**src/design/dns_name_label_encoder_core_macros.svh**
```systemverilog
// ---------------------------------------------------------------------------
// dns name label encoder assertion macros
// shared concurrent check forms, clocked and reset-qualified
// ---------------------------------------------------------------------------
`ifndef DNS_NAME_LABEL_ENCODER_CORE_MACROS_SVH
`define DNS_NAME_LABEL_ENCODER_CORE_MACROS_SVH

// same-cycle implication
`define DNSLE_ASSERT_NOW(lbl, clk, rst_n, ante, cons) \
    lbl: assert property (@(posedge clk) disable iff (!(rst_n)) (ante) |-> (cons)) \
        else $error("dnsle check failed");

// next-cycle implication
`define DNSLE_ASSERT_NEXT(lbl, clk, rst_n, ante, cons) \
    lbl: assert property (@(posedge clk) disable iff (!(rst_n)) (ante) |=> (cons)) \
        else $error("dnsle check failed");

`endif

```
**src/design/dnsle_pkg.sv**
```systemverilog
// ---------------------------------------------------------------------------
// dnsle_pkg
// types and constants of the dns name label encoder
// ---------------------------------------------------------------------------
package dnsle_pkg;

    typedef logic [7:0]  t_byte;
    typedef logic [15:0] t_word16;

    // label store depth, 1 to 63
    localparam int MAX_LABEL = 32;
    localparam int CNT_W     = 6;
    localparam int IDX_W     = (MAX_LABEL > 1) ? $clog2(MAX_LABEL) : 1;

    localparam t_byte CH_DOT = 8'd46;
    localparam t_byte CH_END = 8'd0;

endpackage

```
**src/design/dnsle_if.sv**
```systemverilog
// ---------------------------------------------------------------------------
// dnsle channel interfaces
// character request channel and encoded byte channel
// ---------------------------------------------------------------------------
interface dnsle_in_if import dnsle_pkg::*; ();
    logic    valid;
    logic    ready;
    t_byte   ch;
    t_word16 query_type;
    t_word16 query_class;

    modport source (output valid, output ch, output query_type, output query_class,
                    input ready);
    modport sink   (input valid, input ch, input query_type, input query_class,
                    output ready);
endinterface

interface dnsle_out_if import dnsle_pkg::*; ();
    logic  valid;
    logic  ready;
    t_byte out_byte;
    logic  run_last;
    logic  label_overflow;

    modport source (output valid, output out_byte, output run_last, output label_overflow,
                    input ready);
    modport sink   (input valid, input out_byte, input run_last, input label_overflow,
                    output ready);
endinterface

```
**src/design/dnsle_ram.sv**
```systemverilog
// ---------------------------------------------------------------------------
// dnsle_ram
// simple dual-port ram, one write and one registered read per cycle
// ---------------------------------------------------------------------------
module dnsle_ram #(
    parameter int WIDTH  = 8,
    parameter int DEPTH  = 32,
    parameter int ADDR_W = (DEPTH > 1) ? $clog2(DEPTH) : 1
) (
    input  logic              i_clk,
    input  logic              i_wr_en,
    input  logic [ADDR_W-1:0] i_wr_addr,
    input  logic [WIDTH-1:0]  i_wr_data,
    input  logic [ADDR_W-1:0] i_rd_addr,
    output logic [WIDTH-1:0]  o_rd_data
);

    logic [WIDTH-1:0] r_mem [DEPTH];
    logic [WIDTH-1:0] r_rd_data;

    always_ff @(posedge i_clk) begin
        if (i_wr_en) begin
            r_mem[i_wr_addr] <= i_wr_data;
        end
        r_rd_data <= r_mem[i_rd_addr];
    end

    assign o_rd_data = r_rd_data;

endmodule

```
**src/design/dns_name_label_encoder_core.sv**
```systemverilog
// ---------------------------------------------------------------------------
// dns_name_label_encoder_core
// dotted name to dns question wire format encoder
// ---------------------------------------------------------------------------
// usage:
//   i_in carries one name character per request; a dot closes a label and a
//   zero character ends the name and brings query_type and query_class.
//   o_out carries the encoded question one byte per request: length byte and
//   label characters, then the root byte, type and class high byte first,
//   run_last on the final byte, label_overflow on a clipped length byte.
// throughput:
//   an ordinary character is one write into the label ram. a dot or the
//   terminator sends length byte and label characters, at the terminator then
//   root, type and class bytes, one byte per cycle paced by the single read
//   port while the receiver does not stall; an empty label has no length byte.
// burst start:
//   the dot or terminator moves control to the len state (the tail state for an
//   empty last label), which loads the first byte into the free output register.
// stall:
//   a stalled receiver holds the output register and the burst waits;
//   characters are accepted only in idle, also while a label's last byte waits.
// reset:
//   synchronous, active low; clears count, overflow flag and control state.
//   the label ram needs no clearing, only written entries are read.
// ---------------------------------------------------------------------------
`include "dns_name_label_encoder_core_macros.svh"

module dns_name_label_encoder_core import dnsle_pkg::*; (
    input  logic          i_clk,
    input  logic          i_rst_n,
    dnsle_in_if.sink      i_in,
    dnsle_out_if.source   o_out
);

    typedef enum logic [1:0] {
        S_IDLE,
        S_LEN,
        S_DATA,
        S_TAIL
    } t_state;

    typedef enum logic [2:0] {
        T_ROOT,
        T_TYPE_HI,
        T_TYPE_LO,
        T_CLASS_HI,
        T_CLASS_LO
    } t_tail_step;

    t_state     r_state, n_state;
    t_tail_step r_tail, n_tail;
    logic [CNT_W-1:0] r_count, n_count;
    logic       r_ovf, n_ovf;
    logic       r_is_end, n_is_end;
    logic [IDX_W-1:0] r_idx, n_idx;
    t_word16    r_qt, n_qt;
    t_word16    r_qc, n_qc;

    logic       r_out_valid, n_out_valid;
    t_byte      r_out_byte, n_out_byte;
    logic       r_out_last, n_out_last;
    logic       r_out_ovf, n_out_ovf;

    logic       w_in_acc;
    logic       w_free;
    logic       w_plain;
    logic       w_wr_en;
    logic       w_idx_last;
    t_byte      w_rd_data;

    // writes happen only in idle and read data is used only during a burst, so
    // the single ram never sees a used read meet a write of the same entry
    dnsle_ram #(
        .WIDTH (8),
        .DEPTH (MAX_LABEL)
    ) u_store (
        .i_clk     (i_clk),
        .i_wr_en   (w_wr_en),
        .i_wr_addr (r_count[IDX_W-1:0]),
        .i_wr_data (i_in.ch),
        .i_rd_addr (n_idx),
        .o_rd_data (w_rd_data)
    );

    assign i_in.ready = (r_state == S_IDLE);
    assign w_in_acc   = i_in.valid && (r_state == S_IDLE);
    assign w_free     = !r_out_valid || o_out.ready;
    assign w_plain    = (i_in.ch != CH_DOT) && (i_in.ch != CH_END);
    assign w_wr_en    = w_in_acc && w_plain && (r_count < CNT_W'(MAX_LABEL));
    assign w_idx_last = (CNT_W'(r_idx) == (r_count - CNT_W'(1)));

    always_comb begin
        n_state     = r_state;
        n_tail      = r_tail;
        n_count     = r_count;
        n_ovf       = r_ovf;
        n_is_end    = r_is_end;
        n_idx       = r_idx;
        n_qt        = r_qt;
        n_qc        = r_qc;
        n_out_valid = r_out_valid && !o_out.ready;
        n_out_byte  = r_out_byte;
        n_out_last  = r_out_last;
        n_out_ovf   = r_out_ovf;

        unique case (r_state)
            S_IDLE: begin
                n_idx = '0;
                if (w_in_acc) begin
                    if (i_in.ch == CH_DOT) begin
                        n_is_end = 1'b0;
                        // empty inner label gives no byte
                        if ((r_count != '0) || r_ovf) begin
                            n_state = S_LEN;
                        end
                    end else if (i_in.ch == CH_END) begin
                        n_is_end = 1'b1;
                        n_qt     = i_in.query_type;
                        n_qc     = i_in.query_class;
                        n_tail   = T_ROOT;
                        if ((r_count != '0) || r_ovf) begin
                            n_state = S_LEN;
                        end else begin
                            n_state = S_TAIL;
                        end
                    end else if (r_count < CNT_W'(MAX_LABEL)) begin
                        n_count = r_count + CNT_W'(1);
                    end else begin
                        n_ovf = 1'b1;
                    end
                end
            end
            S_LEN: begin
                n_idx = '0;
                if (w_free) begin
                    n_out_valid = 1'b1;
                    n_out_byte  = 8'(r_count);
                    n_out_last  = 1'b0;
                    n_out_ovf   = r_ovf;
                    if (r_count != '0) begin
                        n_state = S_DATA;
                    end else begin
                        n_count = '0;
                        n_ovf   = 1'b0;
                        n_tail  = T_ROOT;
                        n_state = r_is_end ? S_TAIL : S_IDLE;
                    end
                end
            end
            S_DATA: begin
                if (w_free) begin
                    n_out_valid = 1'b1;
                    n_out_byte  = w_rd_data;
                    n_out_last  = 1'b0;
                    n_out_ovf   = 1'b0;
                    if (w_idx_last) begin
                        n_count = '0;
                        n_ovf   = 1'b0;
                        n_idx   = '0;
                        n_tail  = T_ROOT;
                        n_state = r_is_end ? S_TAIL : S_IDLE;
                    end else begin
                        n_idx = r_idx + IDX_W'(1);
                    end
                end
            end
            S_TAIL: begin
                if (w_free) begin
                    n_out_valid = 1'b1;
                    n_out_last  = 1'b0;
                    n_out_ovf   = 1'b0;
                    unique case (r_tail)
                        T_ROOT: begin
                            n_out_byte = 8'd0;
                            n_tail     = T_TYPE_HI;
                        end
                        T_TYPE_HI: begin
                            n_out_byte = r_qt[15:8];
                            n_tail     = T_TYPE_LO;
                        end
                        T_TYPE_LO: begin
                            n_out_byte = r_qt[7:0];
                            n_tail     = T_CLASS_HI;
                        end
                        T_CLASS_HI: begin
                            n_out_byte = r_qc[15:8];
                            n_tail     = T_CLASS_LO;
                        end
                        T_CLASS_LO: begin
                            n_out_byte = r_qc[7:0];
                            n_out_last = 1'b1;
                            n_tail     = T_ROOT;
                            n_state    = S_IDLE;
                        end
                        default: begin
                            n_out_valid = 1'b0;
                            n_tail      = T_ROOT;
                            n_state     = S_IDLE;
                        end
                    endcase
                end
            end
            default: begin
                n_state = S_IDLE;
            end
        endcase
    end

    always_ff @(posedge i_clk) begin
        if (!i_rst_n) begin
            r_state     <= S_IDLE;
            r_tail      <= T_ROOT;
            r_count     <= '0;
            r_ovf       <= 1'b0;
            r_is_end    <= 1'b0;
            r_idx       <= '0;
            r_out_valid <= 1'b0;
        end else begin
            r_state     <= n_state;
            r_tail      <= n_tail;
            r_count     <= n_count;
            r_ovf       <= n_ovf;
            r_is_end    <= n_is_end;
            r_idx       <= n_idx;
            r_out_valid <= n_out_valid;
        end
        r_qt       <= n_qt;
        r_qc       <= n_qc;
        r_out_byte <= n_out_byte;
        r_out_last <= n_out_last;
        r_out_ovf  <= n_out_ovf;
    end

    assign o_out.valid          = r_out_valid;
    assign o_out.out_byte       = r_out_byte;
    assign o_out.run_last       = r_out_last;
    assign o_out.label_overflow = r_out_ovf;

    `DNSLE_ASSERT_NOW(a_count_bound, i_clk, i_rst_n, 1'b1,
        r_count <= CNT_W'(MAX_LABEL))
    `DNSLE_ASSERT_NOW(a_data_in_label, i_clk, i_rst_n, r_state == S_DATA,
        (r_count != '0) && (CNT_W'(r_idx) < r_count))
    `DNSLE_ASSERT_NEXT(a_char_stored, i_clk, i_rst_n, w_wr_en,
        (r_count == $past(r_count) + CNT_W'(1)) && (r_state == S_IDLE))

endmodule
```
**src/flat_wrapper.sv**
```systemverilog
// flat-port wrapper written by rule: the top's interface ports become plain ports
module dns_name_label_encoder_core_flat import dnsle_pkg::*;
  (i_clk, i_rst_n, i_in_valid, i_in_ch, i_in_query_type, i_in_query_class, i_in_ready, o_out_valid, o_out_out_byte, o_out_run_last, o_out_label_overflow, o_out_ready);
  dnsle_in_if i_in_i ();
  dnsle_out_if o_out_i ();
  input  logic i_clk;
  input  logic i_rst_n;
  input wire logic [$bits(i_in_i.valid)-1:0] i_in_valid;
  input wire logic [$bits(i_in_i.ch)-1:0] i_in_ch;
  input wire logic [$bits(i_in_i.query_type)-1:0] i_in_query_type;
  input wire logic [$bits(i_in_i.query_class)-1:0] i_in_query_class;
  output wire logic [$bits(i_in_i.ready)-1:0] i_in_ready;
  output wire logic [$bits(o_out_i.valid)-1:0] o_out_valid;
  output wire logic [$bits(o_out_i.out_byte)-1:0] o_out_out_byte;
  output wire logic [$bits(o_out_i.run_last)-1:0] o_out_run_last;
  output wire logic [$bits(o_out_i.label_overflow)-1:0] o_out_label_overflow;
  input wire logic [$bits(o_out_i.ready)-1:0] o_out_ready;
  assign i_in_i.valid = i_in_valid;
  assign i_in_i.ch = i_in_ch;
  assign i_in_i.query_type = i_in_query_type;
  assign i_in_i.query_class = i_in_query_class;
  assign i_in_ready = i_in_i.ready;
  assign o_out_valid = o_out_i.valid;
  assign o_out_out_byte = o_out_i.out_byte;
  assign o_out_run_last = o_out_i.run_last;
  assign o_out_label_overflow = o_out_i.label_overflow;
  assign o_out_i.ready = o_out_ready;
  dns_name_label_encoder_core u_core (.i_clk(i_clk), .i_rst_n(i_rst_n), .i_in(i_in_i), .o_out(o_out_i));
endmodule
```
**config.mk**
```make
export PLATFORM = sky130hd
export DESIGN_NAME = dns_name_label_encoder_core_flat
export DESIGN_NICKNAME = d
export VERILOG_FILES = /design/src/design/dnsle_pkg.sv /design/src/design/dnsle_if.sv /design/src/design/dnsle_ram.sv /design/src/design/dns_name_label_encoder_core.sv /design/src/flat_wrapper.sv
export VERILOG_INCLUDE_DIRS = /design/src /design/src/design
export SDC_FILE = /design/constraint.sdc
export NUM_CORES = 1
export LEC_CHECK = 0
export ABC_AREA = 0
export BUFFER_PORTS_ARGS = -buffer_cell sky130_fd_sc_hd__buf_2
export CAP_MARGIN = 15
export CELL_PAD_IN_SITES_DETAIL_PLACEMENT = 1
export CELL_PAD_IN_SITES_GLOBAL_PLACEMENT = 2
export CORE_ASPECT_RATIO = 0.5
export CORE_MARGIN = 2
export CORE_UTILIZATION = 25
export CTS_CLUSTER_DIAMETER = 30
export DETAILED_ROUTE_END_ITERATION = 8
export PLACE_DENSITY_LB_ADDON = 0.1
export SLEW_MARGIN = 15
export SYNTH_ARGS = -nofsm -noshare
export SYNTH_HDL_FRONTEND = slang
export SYNTH_SLANG_ARGS = --single-unit
export TNS_END_PERCENT = 50
```
**constraint.sdc**
```tcl
create_clock -name i_clk -period 3.13 [get_ports i_clk]
set_input_delay 0.626 -clock i_clk [delete_from_list [all_inputs] [get_ports i_clk]]
set_output_delay 0.626 -clock i_clk [all_outputs]
set_load 0.02 [all_outputs]
```
==> reports/qor.txt <==
Status -> finished with violations
Violated checks -> setup timing
Via count -> 9996
Worst skew pair latency -> 590 ps
Max-cap viol count -> 0
P per Cell Area -> 781.3 nW/um^2
Hold/Removal Path Class -> in -> reg
Antenna cells -> 0
Hold Slack -> 230.4 ps
Final hold vios -> 0
CP max FO -> 7
Worst slew pin tran -> 958.7 ps
Critical path arrival -> 3830 ps
Average wire per standard cell -> 24.67 um
Slew Limit Headroom -> 35.85%
Part of the power in the clock network -> 46.1%
Clock slew at reported path FFs -> 50 ps
VDD IR max -> 347.2 uV
Antenna violations before repair -> 0
Multi-input logic area -> 4672 sq um
Net Sw Frac -> 27.93%
Post-Syn Nets -> 1053
Area Growth Syn to Fin -> 44.31%
Register area share after synthesis -> 69.27%
Commonest non-fill, non-tap cell in the layout -> edfxtp_1
Synthesized flop and latch total -> 325
Max clock buf depth -> 3
Layout cells sized above 1 -> 38.43%
CP required -> 3550 ps
Ys async rst share -> 0%
Mapped cell area -> 13700 sq um
Clock Tree Root -> clkbuf_16
GR Overflow Total -> 0
Final min period -> 3410 ps
Setup total negative slack -> -1370 ps
Cells along the critical path -> inv_4 -> ha_4 -> o21ba_4 -> a221oi_2 -> a41oi_2 -> a211o_1 -> buf_6 -> a32o_4 -> buf_12 -> a21oi_2 -> a22oi_1 -> a222oi_1 -> a22oi_1
Vias in the first global route -> 10433
Antenna viol nets, final -> 0
Most frequent cells in the layout -> edfxtp_1, buf_4, nand2_1, nor2_1, clkbuf_16
Die height -> 169.5 um
Starting density of the core -> 25.38%
GPL Wtd Cong -> 0.7789
CP max stage delay -> 680 ps
Reg2Reg Depth -> 13
Cts hold-fix bufs -> 0
Fillers -> 5613
Yosys warns -> 0
Cts bufs inserted -> 67
Vias per inst -> 4.881
Number of synthesized flops with an enable pin -> 298
Maximum clock rate -> 293.3 MHz
Psw -> 4.315 mW
Syn_area_per_cell -> 13.70 sq um
Worst path slowest cell -> a222oi_1
Crit path depth -> 13
Port bufs -> 55
Final WL -> 50.53 mm
Kind of critical path -> reg -> reg
Final setup margin -> -279.5 ps
CP endpoint kind -> register
Pleak -> 7.267 nW
Library cells used by synthesis -> 63
Initial drt markers -> 546
Sequential Power Share -> 33.3%
DR pass1 iterations -> 5
# nets final -> 1335
Hold Path Depth -> 1
Logic gate share of total power -> 20.6%
DP HPWL -> 32.56 mm
Delay-heaviest family, CP -> compound AO/OA/AOI/OAI gates
Top_reg_cell synth -> edfxtp_1
Internal cell power -> 11.13 mW
First-pass GRT wire length -> 71.75 mm
Register area -> 9498 sq um
Buf+Inv Stages, Crit Path -> 3
Final setup skew -> 33.16 ps
Final Cycle Share -> 108.9%
Unrepaired setup endpoints after global routing -> yes
# H-tree levels -> 3
Final Slew Violations -> 0
TritonCTS clock tree -> yes
Critical Path Start Type -> register
Tot GR Track Use -> 17.56%
IO Count -> 56
Die W -> 335.1 um
Core area -> 53980 sq um
# setup viols final -> 8
Sink Count -> 325
Largest net degree at the start of global routing -> 33
Rows -> 60
Die ar. -> 56800 sq um
Gate Count Post-Synth -> 1000
Top cell by count, worst path -> a22oi_1
DRC viols -> 0
[cells by family (layout without fill, tap and decap cells)]
group,after synthesis,count (layout),synth area share [%]
xor gates and xnor gates,4,4,0.2558
DFF,325,325,69.27
adders and majority gates,9,9,0.8220
and+or+nand+nor,260,260,8.604
buffers and inverters,84,418,2.822
AOI/OAI and AO/OA,269,270,14.57
muxes,49,49,3.662
[layer usage]
layer  global-route usage, %  routed length, um  up-vias
met5                       0                  0        -
met4                   4.855               1143        0
met3                   4.353               2860       74
met2                   26.77              22060      227
met1                   24.72              24470     5176
li1                        -                  -     4519
[Yosys cell counts, types with 5 or more instances]
cell type  number  area [sq um]
buf_4           6         45.04
nand2_1        95         356.6
a221oi_1        9         78.83
a2111oi_0      21         183.9
a22oi_1        12         90.09
nand3_1        40         200.2
inv_1          11         41.29
a211oi_1       40         300.3
a32oi_1         8         70.07
nor3_1          9         45.04
edfxtp_1      298          8949
nor2_1         71         266.5
o41ai_1         7         61.31
mux2_2          9         101.4
clkbuf_1       41         153.9
a21oi_1        58         290.3
a31oi_1         8         50.05
mux2i_1        40         400.4
o21ai_0        32         160.2
buf_2          15         75.07
nor4_1         10         62.56
buf_1           7         26.28
nand3b_1        5         37.54
o211a_1        37         370.4
dfxtp_1        27         540.5
nor3b_1         7         52.55
ha_1            9         112.6
a22o_1          7         61.31
[flip-flops by register name (all words and copies together), names as in the netlist, 2 cells and up]
| register | count |
|---|---|
| u_core.u_store.r_mem | 256 |
| u_core.r_qc | 16 |
| u_core.r_qt | 16 |
| u_core.o_out.out_byte | 8 |
| u_core.u_store.o_rd_data | 8 |
| u_core.r_count | 6 |
| u_core.r_idx | 5 |
| u_core.r_tail | 3 |
| u_core.r_state | 2 |
[power by group through the flow]
| stage | Clock, mW | Combinational (mW) | Sequential [mW] |
|---|---|---|---|
| final | 7.12 | 3.18 | 5.14 |
| after CTS | 7.27 | 2.88 | 5.14 |
| after global placement | 0 | 2.62 | 5.20 |
| after global routing | 7.47 | 3.43 | 5.16 |
| after floorplan | 0 | 1.21 | 5.22 |
| after detailed placement | 0 | 2.64 | 5.21 |
[layout make-up]
cell class                      count  share of cell area, %
Clock buffer                       81                  8.955
Clock inverter                     41                  2.424
Timing Repair Buffer              285                  12.20
Sequential cell                   325                  48.04
Multi-Input combinational cell    592                  23.63
Tap cell                          713                  4.512
Inverter                           11                 0.2342
[repair_timing]
action | in CTS | in global routing
pin swaps | 15 | 25
setup endpoints to repair | 10 | 12
resized for setup | 76 | 108
setup buffers | 28 | 27
cloned | 0 | 1
[worst paths after layout]
kind | startpoint | to | slack (ps)
max | u_core.r_count[0] | u_core.u_store.o_rd_data[6] | -280
min | i_in_query_class[2] | u_core.r_qc[2] | 230
max reg2reg | u_core.r_count[0] | u_core.u_store.o_rd_data[6] | -280
min reg2reg | u_core.r_ovf | u_core.r_ovf | 550
[per-stage QoR]
stage	cell area, sq um	power [mW]	setup WS (ps)	std cells	util (%)
after floorplan	13700	6.438	143.5	1000	-
after global placement	16170	7.825	-878.7	1875	29.96
after detailed placement	16170	7.851	-946.0	1875	29.96
after CTS	19010	15.29	-276.7	2025	35.21
after global routing	19770	16.06	-339.6	2048	36.63
final	19770	15.45	-279.5	2048	36.63
(Power assumes the default switching activity.)
